===== config.mk =====
export PLATFORM = sky130hd
export DESIGN_NAME = tpc_sqrt_cell
export DESIGN_NICKNAME = d
export VERILOG_FILES = /design/src/tpc_pkg.sv /design/src/tpc_sqrt_cell.sv
export SDC_FILE = /design/constraint.sdc
export NUM_CORES = 1
export LEC_CHECK = 0
export BUFFER_PORTS_ARGS = -buffer_cell sky130_fd_sc_hd__buf_2
export CORE_ASPECT_RATIO = 0.6
export CORE_UTILIZATION = 25
export CTS_CLUSTER_DIAMETER = 30
export CTS_CLUSTER_SIZE = 12
export DETAILED_ROUTE_END_ITERATION = 8
export PLACE_DENSITY = 0.42
export SETUP_SLACK_MARGIN = 0.4
export SLEW_MARGIN = 5
export SYNTH_ARGS = -nofsm -noshare
export SYNTH_HDL_FRONTEND = slang
export SYNTH_SLANG_ARGS = --single-unit

===== constraint.sdc =====
create_clock -name clk_i -period 0.95 [get_ports clk_i]
set_input_delay 0.19 -clock clk_i [delete_from_list [all_inputs] [get_ports clk_i]]
set_output_delay 0.19 -clock clk_i [all_outputs]
set_load 0.01 [all_outputs]

===== src/tpc_pkg.sv =====
package tpc_pkg;

  localparam int unsigned CoordW = 32;
  localparam int unsigned NormW  = 16;
  localparam int unsigned RadW   = 31;
  localparam int unsigned NormFrac = 14;
  localparam int unsigned DiffW  = 33;
  localparam int unsigned CfgIdxW = 3;

  // Square root of a 64-bit value: one result bit per cell.
  localparam int unsigned SqrtSteps = 32;

  typedef enum logic [CfgIdxW-1:0] {
    REG_CENTER_X = 3'd0,
    REG_CENTER_Y = 3'd1,
    REG_CENTER_Z = 3'd2,
    REG_NORMAL_X = 3'd3,
    REG_NORMAL_Y = 3'd4,
    REG_NORMAL_Z = 3'd5,
    REG_RING_RAD = 3'd6,
    REG_TUBE_RAD = 3'd7
  } cfg_reg_e;

  // Square-root working state handed from cell to cell.
  typedef struct packed {
    logic        valid;
    logic [63:0] rem;
    logic [63:0] res;
    logic [63:0] bit_q;
    logic        out_fast;   // result already decided
    logic        inside_fast;
    logic        on_axis;
    logic [63:0] rhs;        // r^2 - h^2
    logic [30:0] ring;
  } sqrt_stage_t;

endpackage


===== src/tpc_sqrt_cell.sv =====
module tpc_sqrt_cell (
  input  logic                 clk_i,
  input  logic                 rst_ni,
  input  logic                 en_i,
  input  tpc_pkg::sqrt_stage_t stage_i,
  output tpc_pkg::sqrt_stage_t stage_o
);

  tpc_pkg::sqrt_stage_t stage_d, stage_q;
  logic [63:0] trial;

  always_comb begin
    stage_d = stage_i;
    trial = stage_i.res + stage_i.bit_q;
    if (stage_i.rem >= trial) begin
      stage_d.rem = stage_i.rem - trial;
      stage_d.res = (stage_i.res >> 1) + stage_i.bit_q;
    end else begin
      stage_d.res = stage_i.res >> 1;
    end
    stage_d.bit_q = stage_i.bit_q >> 2;
  end

  always_ff @(posedge clk_i or negedge rst_ni) begin
    if (!rst_ni) begin
      stage_q <= '0;
    end else if (en_i) begin
      stage_q <= stage_d;
    end
  end

  assign stage_o = stage_q;

endmodule


==> flow_metrics.tcl <==
set metrics [dict create \
    worst_clock_skew_ns 0 \
    place_ws_ns -4.88 \
    r2r_setup_slack_ns -0.04 \
    cts_root_buf "clkbuf_16" \
    synthAdderAreaFrac_pct 11.0 \
    synth_xor_area_share_pct 6.93 \
    slew_violations 0 \
    clk_pin_slew_ns 0.05 \
    largest_register_ffs 289 \
    synth_compound_area_share_pct 23.8 \
    holdCritPathClass "in2async" \
    crit_end "stage_o[162]" \
    floorplan.initialDensity_pct 25.3 \
    max-cap-violations 0 \
    rsz0062_at_grt "yes" \
    grt_overflow_total 0 \
    grt_pass1_vias 25300 \
    cts.sinks 289 \
    clk_path_buf_depth 3 \
    synth-simple-area-share_pct 12.8 \
    max_stage_delay_ns 0.40 \
    fin_setup_tns_ns -620.25 \
    worstMarginPinSlew_ns 0.810 \
    die_h_um 233 \
    ctsHtreeMaxLevel 3 \
    vdd_drop_max_uv 1160 \
    synth_edf_count 0 \
    dpl.hpwl_um 87700 \
    worstSkewPairLatency_ns 0.63 \
    synth-main-ff-cell "dfrtp_1" \
    layout_min_cycle_time_ns 5.00 \
    slew_headroom_pct 45.4 \
    rows 84 \
    powerDensity_mw_per_mm2 2070 \
    fin_ws_ns -4.05 \
    status "finished with violations" \
    synth_top_family_by_area "compound AO/OA/AOI/OAI gates" \
    arrival_ns 5.53 \
    min_period_over_period_pct 527 \
    fin_nets 4749 \
    cpMaxStageDelayCell "a221o_1" \
    grt_max_degree 67 \
    numCtsBuffers 71 \
    cts_tree "yes" \
    setup_viol 419 \
    fmax_ghz 0.200 \
    final_util_pct 48.0 \
    die_w_um 387 \
    vias_per_cell 4.80 \
    syn_avg_cell_area_um2 8.87 \
    reg2reg_from "stage_o[25]" \
    whs_ns -0.616 \
    numPortBuffers 582 \
    place.gp.congestion 0.907 \
    areaGrowthSynthToFinish_pct 89.4 \
    grt_pass1_wl_um 158000 \
    failed_checks "hold timing, setup timing" \
    critPathRequiredTime_ns 1.48 \
    vias 26300 \
    async_reset_ff_share_pct 100 \
    final_cell_mix "990 x buf_4, 464 x buf_2, 286 x dfrtp_1, 265 x a21oi_1, 196 x nor2_1" \
    pin_count 585 \
    antenna_left 0 \
    wl_per_cell_um 20.3 \
    yosys-top-cells-area "dfrtp_1 33%, ha_1 11%, a21oi_1 8.8%, mux2_2 8.6%, nor2_1 4.4%" \
    drc 0 \
    synthCells 2509 \
    worst-setup-path-type "in2reg" \
    grtUsageTotal_pct 23.0 \
    layout_commonest_cell "buf_4" \
    core-area_mm2 0.0879 \
    synth_cell_type_count 88 \
    cp-start-kind "input pin" \
    syn_area_mm2 0.0222 \
    synth_mux_area_share_pct 9.59 \
    ys_seq_area_share_pct 32.5 \
    startpoint "stage_i[162]" \
    die_area_mm2 0.0902 \
    synth_top_area_share_pct 32.5 \
    yosysWarnings 0 \
    wl_um 112000 \
    finalHoldViolCount 391 \
    post-synth-top-area-cell "dfrtp_1" \
    synth_seq_cells 289 \
    reg2reg_to "stage_o[25]" \
    cp-end-kind "flip-flop" \
    critPathMaxFanout 8 \
    reg2reg_depth 3 \
    leakagePower_uw 0.0206 \
    holdBufCountCts 125 \
    first_pass_iters 6 \
    grt_antenna_before_repair 17 \
    first_iter_violations 1712 \
    layout-drive-gt1-share_pct 53.3 \
    power_uw 87300 \
]
[worst max-delay path: cells and delay by family]
| kind | cells | cell delay (ns) |
|---|---|---|
| fa+ha+maj | 3 | 0.60 |
| simple gates | 1 | 0.05 |
| mux | 1 | 0.18 |
| buf+inv | 11 | 1.42 |
| xor+xnor | 1 | 0.23 |
| compound gates | 15 | 2.82 |
[cell usage after synthesis (all sizes together), types with 7 or more instances]
cell type	number
a21oi	393
clkbuf	95
or3	9
a211oi	8
o31ai	9
o21ai	117
ha	190
xor2	79
a211o	7
o21bai	33
mux2	169
nor3	26
and2	11
a21o	114
nand2b	18
inv	60
nand2	150
o211ai	17
dfrtp	289
nand4	39
a21boi	8
o21a	29
buf	30
a31o	9
and3	28
nor2b	16
nor2	260
mux2i	23
o221ai	14
a31oi	29
xnor2	97
nand3	44
[power breakdown]
group / internal (µW) / leakage, µW / total (µW) / switching [µW]
clock network: 17400 / 0.00121 / 25900 / 8490
logic: 23300 / 0.0160 / 44900 / 21600
registers: 14700 / 0.00334 / 16600 / 1850
[timing repair]
action	in CTS	in global routing
resized for setup	115	511
endpoints found under the setup margin	578	590
hold endpoints to repair	555	409
cloned	5	12
setup buffers	26	144
pin swaps	74	200
[routing by layer]
layer / vias to the layer above / part of all wire, % / global-route usage [%]
met5: - / 0 / 0
met4: 0 / 2.0 / 5.26
met2: 757 / 40 / 31.3
met1: 12700 / 51 / 35.6
li1: 12700 / - / -
met3: 137 / 6.3 / 5.35
[worst min path at each step]
stage,startpoint,end,slack [ns]
2_1_floorplan,rst_ni,stage_o[0],-0.11
3_3_place_gp,rst_ni,stage_o[4],0.04
3_5_place_dp,rst_ni,stage_o[4],0.04
4_1_cts,rst_ni,stage_o[6],-0.66
5_1_grt,rst_ni,stage_o[6],-0.65
6_report,rst_ni,stage_o[6],-0.62
[stage by stage]
step	area (µm²)	std cells	hold WS (ns)
6_report	42100	5487	-0.616
5_1_grt	42100	5487	-0.647
4_1_cts	38600	5321	-0.663
3_5_place_dp	33900	5038	0.0365
3_3_place_gp	33900	5038	0.0393
2_1_floorplan	23300	2510	-0.106
[layout make-up]
| cell class | count | area, µm² |
|---|---|---|
| clock inverters | 44 | 611 |
| diodes | 10 | 25.0 |
| repair buffers | 1804 | 14200 |
| clock buffers | 83 | 1900 |
| fillers | 8379 | 45700 |
| well taps | 1161 | 1450 |
| multi-input cells | 2036 | 16500 |
| inverters | 60 | 225 |
| flip-flops and latches | 289 | 7240 |
[cell families (layout without fill, tap and decap cells)]
logic type,after synthesis,count (layout)
and+or+nand+nor,626,626
xor gates and xnor gates,176,176
DFF,289,289
adders and majority gates,193,193
buffers and inverters,185,1991
other,1,12
AOI/OAI and AO/OA,847,847
muxes,192,192
No activity file was read; power rests on OpenSTA's default activity.
