[config.mk]
export PLATFORM = sky130hd
export DESIGN_NAME = tpc_back
export DESIGN_NICKNAME = d
export VERILOG_FILES = /design/src/tpc_pkg.sv /design/src/tpc_back.sv
export SDC_FILE = /design/constraint.sdc
export NUM_CORES = 2
export LEC_CHECK = 0
export BUFFER_PORTS_ARGS = -buffer_cell sky130_fd_sc_hd__buf_2
export CORE_MARGIN = 3
export CORE_UTILIZATION = 60
export DETAILED_ROUTE_END_ITERATION = 8
export GPL_ROUTABILITY_DRIVEN = 0
export PLACE_DENSITY_LB_ADDON = 0.05
export RECOVER_POWER = 25
export SYNTH_ARGS = -nofsm -noshare
export SYNTH_HDL_FRONTEND = slang
export SYNTH_SLANG_ARGS = --single-unit
[constraint.sdc]
create_clock -name clk_i -period 3.1 [get_ports clk_i]
set_input_delay 0.62 -clock clk_i [delete_from_list [all_inputs] [get_ports clk_i]]
set_output_delay 0.62 -clock clk_i [all_outputs]
set_load 0.01 [all_outputs]
[src/tpc_pkg.sv]
package tpc_pkg;

  localparam int unsigned CoordW = 32;
  localparam int unsigned NormW  = 16;
  localparam int unsigned RadW   = 31;
  localparam int unsigned NormFrac = 14;
  localparam int unsigned DiffW  = 33;
  localparam int unsigned CfgIdxW = 3;

  // Square root of a 64-bit value: one result bit per cell.
  localparam int unsigned SqrtSteps = 32;

  typedef enum logic [CfgIdxW-1:0] {
    REG_CENTER_X = 3'd0,
    REG_CENTER_Y = 3'd1,
    REG_CENTER_Z = 3'd2,
    REG_NORMAL_X = 3'd3,
    REG_NORMAL_Y = 3'd4,
    REG_NORMAL_Z = 3'd5,
    REG_RING_RAD = 3'd6,
    REG_TUBE_RAD = 3'd7
  } cfg_reg_e;

  // Square-root working state handed from cell to cell.
  typedef struct packed {
    logic        valid;
    logic [63:0] rem;
    logic [63:0] res;
    logic [63:0] bit_q;
    logic        out_fast;   // result already decided
    logic        inside_fast;
    logic        on_axis;
    logic [63:0] rhs;        // r^2 - h^2
    logic [30:0] ring;
  } sqrt_stage_t;

endpackage

[src/tpc_back.sv]
module tpc_back (
  input  logic                 clk_i,
  input  logic                 rst_ni,
  input  logic                 en_i,
  input  tpc_pkg::sqrt_stage_t stage_i,
  output logic                 valid_o,
  output logic                 inside_o,
  output logic                 on_axis_o
);

  logic        v_q, in_q, ax_q, fast_q;
  logic [63:0] rhs_q, diff2_d;
  logic [32:0] diff_d;
  logic [32:0] dmag_d;
  logic [63:0] diff2_q;

  assign diff_d = 33'(stage_i.res[31:0]) - 33'(stage_i.ring);
  assign dmag_d = diff_d[32] ? -diff_d : diff_d;

  always_ff @(posedge clk_i or negedge rst_ni) begin
    if (!rst_ni) begin
      v_q <= 1'b0;
      valid_o <= 1'b0;
    end else if (en_i) begin
      v_q <= stage_i.valid;
      valid_o <= v_q;
    end
  end

  assign diff2_d = diff2_q;

  // The magnitude is below 2^32, so its square fits in 64 bits.
  always_ff @(posedge clk_i) begin
    if (en_i) begin
      diff2_q   <= 64'(dmag_d) * 64'(dmag_d);
      rhs_q     <= stage_i.rhs;
      fast_q    <= stage_i.out_fast;
      in_q      <= stage_i.inside_fast;
      ax_q      <= stage_i.on_axis;
      inside_o  <= fast_q ? in_q : (diff2_d < rhs_q);
      on_axis_o <= ax_q;
    end
  end

endmodule

==> results summary <==
The max-cap check violation count is 0. The post-synthesis cell type count came out at 86. The final antenna-violating net count came out at 0. The die width is 260 µm.

The routed wire length came out at 122 mm. The critical path start-end classification is input port to flop. The cell that appears most often on the critical path is sky130_fd_sc_hd__fa_1. The number of warnings printed during yosys synthesis came out at 0. For this run, design rule violations remaining after detail routing come to 0. Clock skew on the completed layout was measured at 0.0224 ns. The number of top-level pins came out at 297.

The slew at the pin closest to its max-slew limit came out at 0.561 ns. The final reports fail on setup timing. STA classifies the critical path startpoint as an input port.

The clock passes through at most 2 buffers. STA classifies the critical path endpoint as a flop. The later pin in the worst-skew pair is clocked with a latency of 0.44 ns.

The number of buffer and inverter instances along the worst setup path is 13. The number of port buffers came out at 136. The number of vias after detailed routing is 32600. The largest total area in the synthesized netlist belongs to sky130_fd_sc_hd__fa_1. The post-route netlist has 30.8% of its cells at a drive strength greater than 1. Setup repair after global routing could not meet its margin everywhere. The floorplan step defined a die boundary enclosing 0.0676 mm². After clock tree synthesis, the clock-pin slew on the worst setup and hold paths is 0.07 ns. The sink count of the clock tree is 134. Setup violations remaining at the end of the flow were counted as 62. The starting density of the core is 61.0%.

Using the TritonRoute via totals, the vias-per-cell ratio works out to 5.45. The biggest fanout along the worst timing path came out at 4. Global routing consumed, over all layers together, 36.3% of the routing resources.

The class of the most critical hold timing path is input port to flop. The share of the synthesized area in the top cell type is 44.6%. The number of filler cells placed in the layout is 4047. The wire length per cell after detailed routing came out at 20.3 µm.

The area inside the core boundary is 0.0634 mm². Summed over all failing endpoints, the final setup total negative slack is -362.92 ns. The time the final worst path needs with I/O delays and setup came out at 10.34 ns. Grouping stages by cell kind, the critical path spends the most delay in adder cells. The required time at the worst-slack endpoint is 3.28 ns.

Ranked by total cell area, the synthesized netlist is headed by sky130_fd_sc_hd__fa_1, sky130_fd_sc_hd__inv_1, sky130_fd_sc_hd__ha_1. The ratio of final minimum period to clock period is 334%. The synthesized design contains 132 enable-type register cells.

The final number of max-transition violations was 0. The standard-cell row count came out at 92. The achievable clock frequency is 96.7 MHz. The largest incremental delay on the critical path is 0.54 ns.

The number of global-route vias before repair came out at 35200. The share of the Yosys chip area taken by registers is 10.4%. The proportion of synthesized flip-flops having asynchronous set or reset came out at 1.49%. The initial antenna violation count came out at 0. The count of endpoints failing hold in the final timing report came out at 0.

Among all flip-flop cells after synthesis, the most frequent one is sky130_fd_sc_hd__edfxtp_1. The half-perimeter wire length after placement came out at 99.7 mm. The root buffer cell is sky130_fd_sc_hd__clkbuf_16. The post-layout net count came out at 6631. The die is 260 µm tall. The H-tree was split into 4 levels. The number of DRC markers in iteration 0 came out at 2516. Among all stages on the critical path, the largest delay is contributed by sky130_fd_sc_hd__fa_1.

The run finished, with violations left. The first global-routing pass estimated 187 mm of wire. Once routing completed, OpenROAD measured the worst setup slack at -7.24 ns. In this run the mean area of a mapped cell was 9.35 µm². The maximum number of pins on one net before global-route repair is 50. The diode insertion count for antenna repair came out at 0. TritonCTS built the clock tree. The signed area change from the synthesized netlist to the final layout is 32.0%. The post-synthesis cell count is 4141. The cell area after synthesis is 0.0387 mm².

The worst max-slew margin expressed relative to the limit came out at 62.3%. The post-synthesis sequential element count came out at 134. The number of iterations in the first detailed-routing pass came out at 6.

For the worst setup path, the data arrival time is 10.53 ns. The remaining global-route overflow is 0. Buffers inserted during clock tree synthesis total 17.
cells by family (layout without fill, tap and decap cells):
| group | Yosys count | after routing | synth area share, % |
|---|---|---|---|
| mux | 9 | 9 | 0.242 |
| compound gates | 438 | 438 | 7.59 |
| flops | 134 | 134 | 10.4 |
| simple gates | 920 | 920 | 10.4 |
| xor+xnor | 115 | 115 | 2.60 |
| other cells | 2 | 50 | 0.0194 |
| buf+inv | 1310 | 2258 | 12.8 |
| fa+ha+maj | 1213 | 1213 | 55.9 |
final cells by class:
| cell class | count | area, µm² | share of cell area [%] |
|---|---|---|---|
| Clock buffer | 17 | 425 | 0.833 |
| Clock inverter | 15 | 159 | 0.311 |
| Inverter | 1178 | 4490 | 8.78 |
| Multi-Input combinational cell | 2745 | 32700 | 63.9 |
| Sequential cell | 134 | 4010 | 7.86 |
| Tap cell | 846 | 1060 | 2.07 |
| Timing Repair Buffer | 1048 | 8290 | 16.2 |
per-stage QoR:
step | cell area (µm²) | hold WS [ns] | cells | worst slack, ns | utilization [%]
6_report | 51100 | 0.350 | 5983 | -7.24 | 80.6
5_1_grt | 51100 | 0.331 | 5983 | -7.59 | 80.6
4_1_cts | 50100 | 0.335 | 5944 | -7.08 | 79.0
3_5_place_dp | 47500 | 0.406 | 5851 | -8.19 | 74.9
3_3_place_gp | 47500 | 0.403 | 5851 | -8.05 | 74.9
2_1_floorplan | 40000 | 0.324 | 4189 | -6.88 | -
timing repair:
| item | CTS | global route |
|---|---|---|
| resized for setup | 334 | 176 |
| endpoints found under the setup margin | 63 | 63 |
| pin swaps | 136 | 98 |
| hold endpoints to repair | 2 | 0 |
| hold buffers | 1 | 0 |
| cloned | 2 | 0 |
| buffers inserted | 60 | 43 |
layout by cell type, fill, tap and decap left out, types with 10 or more instances in the layout:
cell,instances
sky130_fd_sc_hd__inv_1,1112
sky130_fd_sc_hd__buf_4,821
sky130_fd_sc_hd__fa_1,820
sky130_fd_sc_hd__nand2_1,317
sky130_fd_sc_hd__ha_1,288
sky130_fd_sc_hd__nor2_1,275
sky130_fd_sc_hd__edfxtp_1,132
sky130_fd_sc_hd__buf_2,129
sky130_fd_sc_hd__a21o_1,78
sky130_fd_sc_hd__a21oi_1,75
sky130_fd_sc_hd__ha_4,57
sky130_fd_sc_hd__inv_2,51
sky130_fd_sc_hd__buf_6,51
sky130_fd_sc_hd__conb_1,50
sky130_fd_sc_hd__xnor2_1,48
sky130_fd_sc_hd__a21oi_2,45
sky130_fd_sc_hd__fa_2,43
sky130_fd_sc_hd__nor2_2,38
sky130_fd_sc_hd__buf_12,35
sky130_fd_sc_hd__o21ai_0,33
sky130_fd_sc_hd__xor2_1,32
sky130_fd_sc_hd__nand2b_1,31
sky130_fd_sc_hd__nand2_2,27
sky130_fd_sc_hd__nand4_1,27
sky130_fd_sc_hd__nor3_1,25
sky130_fd_sc_hd__o21a_1,21
sky130_fd_sc_hd__nand3_1,21
sky130_fd_sc_hd__xnor2_2,21
sky130_fd_sc_hd__nor2b_1,20
sky130_fd_sc_hd__o21ai_1,19
sky130_fd_sc_hd__nor2_4,19
sky130_fd_sc_hd__o21ai_2,17
sky130_fd_sc_hd__clkbuf_16,17
sky130_fd_sc_hd__nand2_4,13
sky130_fd_sc_hd__o211ai_1,11
sky130_fd_sc_hd__and3_1,11
sky130_fd_sc_hd__o21bai_1,10
flip-flops by register name, summed over array words and instances (netlist names):
signal and flops:
rhs_q 64, diff2_d 63, ax_q 1, fast_q 1, in_q 1, inside_o 1, on_axis_o 1, v_q 1
valid_o 1
metal layers:
metal	vias to the layer above	share of wire [%]	GRT usage [%]
li1	14400	-	-
met1	16300	37	45.6
met2	1491	49	60.4
met3	471	8.5	7.44
met4	0	5.9	17.1
met5	-	0	0
path summary, 6_finish.rpt:
check,startpoint,to,slack (ns),cells past startpoint
worst max-delay path,stage_i[4],diff2_d[58],-7.24,42
worst min-delay path,stage_i[68],rhs_q[37],0.35,1
worst max register to register,diff2_d[25],inside_o,0.18,12
worst min register to register,ax_q,on_axis_o,0.45,0
max in group asynchronous,rst_ni,valid_o,2.51,2
min in group asynchronous,rst_ni,v_q,0.49,2
Yosys cell counts (5+ instances only):
master,number
sky130_fd_sc_hd__nor3_1,33
sky130_fd_sc_hd__o21ai_0,70
sky130_fd_sc_hd__o211a_1,5
sky130_fd_sc_hd__mux2i_1,6
sky130_fd_sc_hd__inv_1,1170
sky130_fd_sc_hd__a311oi_1,5
sky130_fd_sc_hd__fa_1,863
sky130_fd_sc_hd__clkbuf_1,110
sky130_fd_sc_hd__a21boi_0,6
sky130_fd_sc_hd__o2111ai_1,6
sky130_fd_sc_hd__a21oi_1,129
sky130_fd_sc_hd__o21a_1,22
sky130_fd_sc_hd__a211oi_1,17
sky130_fd_sc_hd__xnor2_1,71
sky130_fd_sc_hd__o211ai_1,11
sky130_fd_sc_hd__a31oi_1,10
sky130_fd_sc_hd__nor2b_1,23
sky130_fd_sc_hd__nand4_1,27
sky130_fd_sc_hd__and2_1,13
sky130_fd_sc_hd__a211o_1,8
sky130_fd_sc_hd__or3_1,8
sky130_fd_sc_hd__nor4_1,8
sky130_fd_sc_hd__buf_2,13
sky130_fd_sc_hd__or2_2,10
sky130_fd_sc_hd__nor2_1,331
sky130_fd_sc_hd__xor2_1,44
sky130_fd_sc_hd__nand2b_1,35
sky130_fd_sc_hd__o21bai_1,14
sky130_fd_sc_hd__nand3_1,29
sky130_fd_sc_hd__ha_1,350
sky130_fd_sc_hd__and3_1,19
sky130_fd_sc_hd__a21o_1,78
sky130_fd_sc_hd__nand2_1,357
sky130_fd_sc_hd__nand3b_1,5
sky130_fd_sc_hd__edfxtp_1,132
sky130_fd_sc_hd__and4_1,6
Power is not shown: default switching activity piles up to over one toggle a cycle in this logic, so the estimate is an artifact.
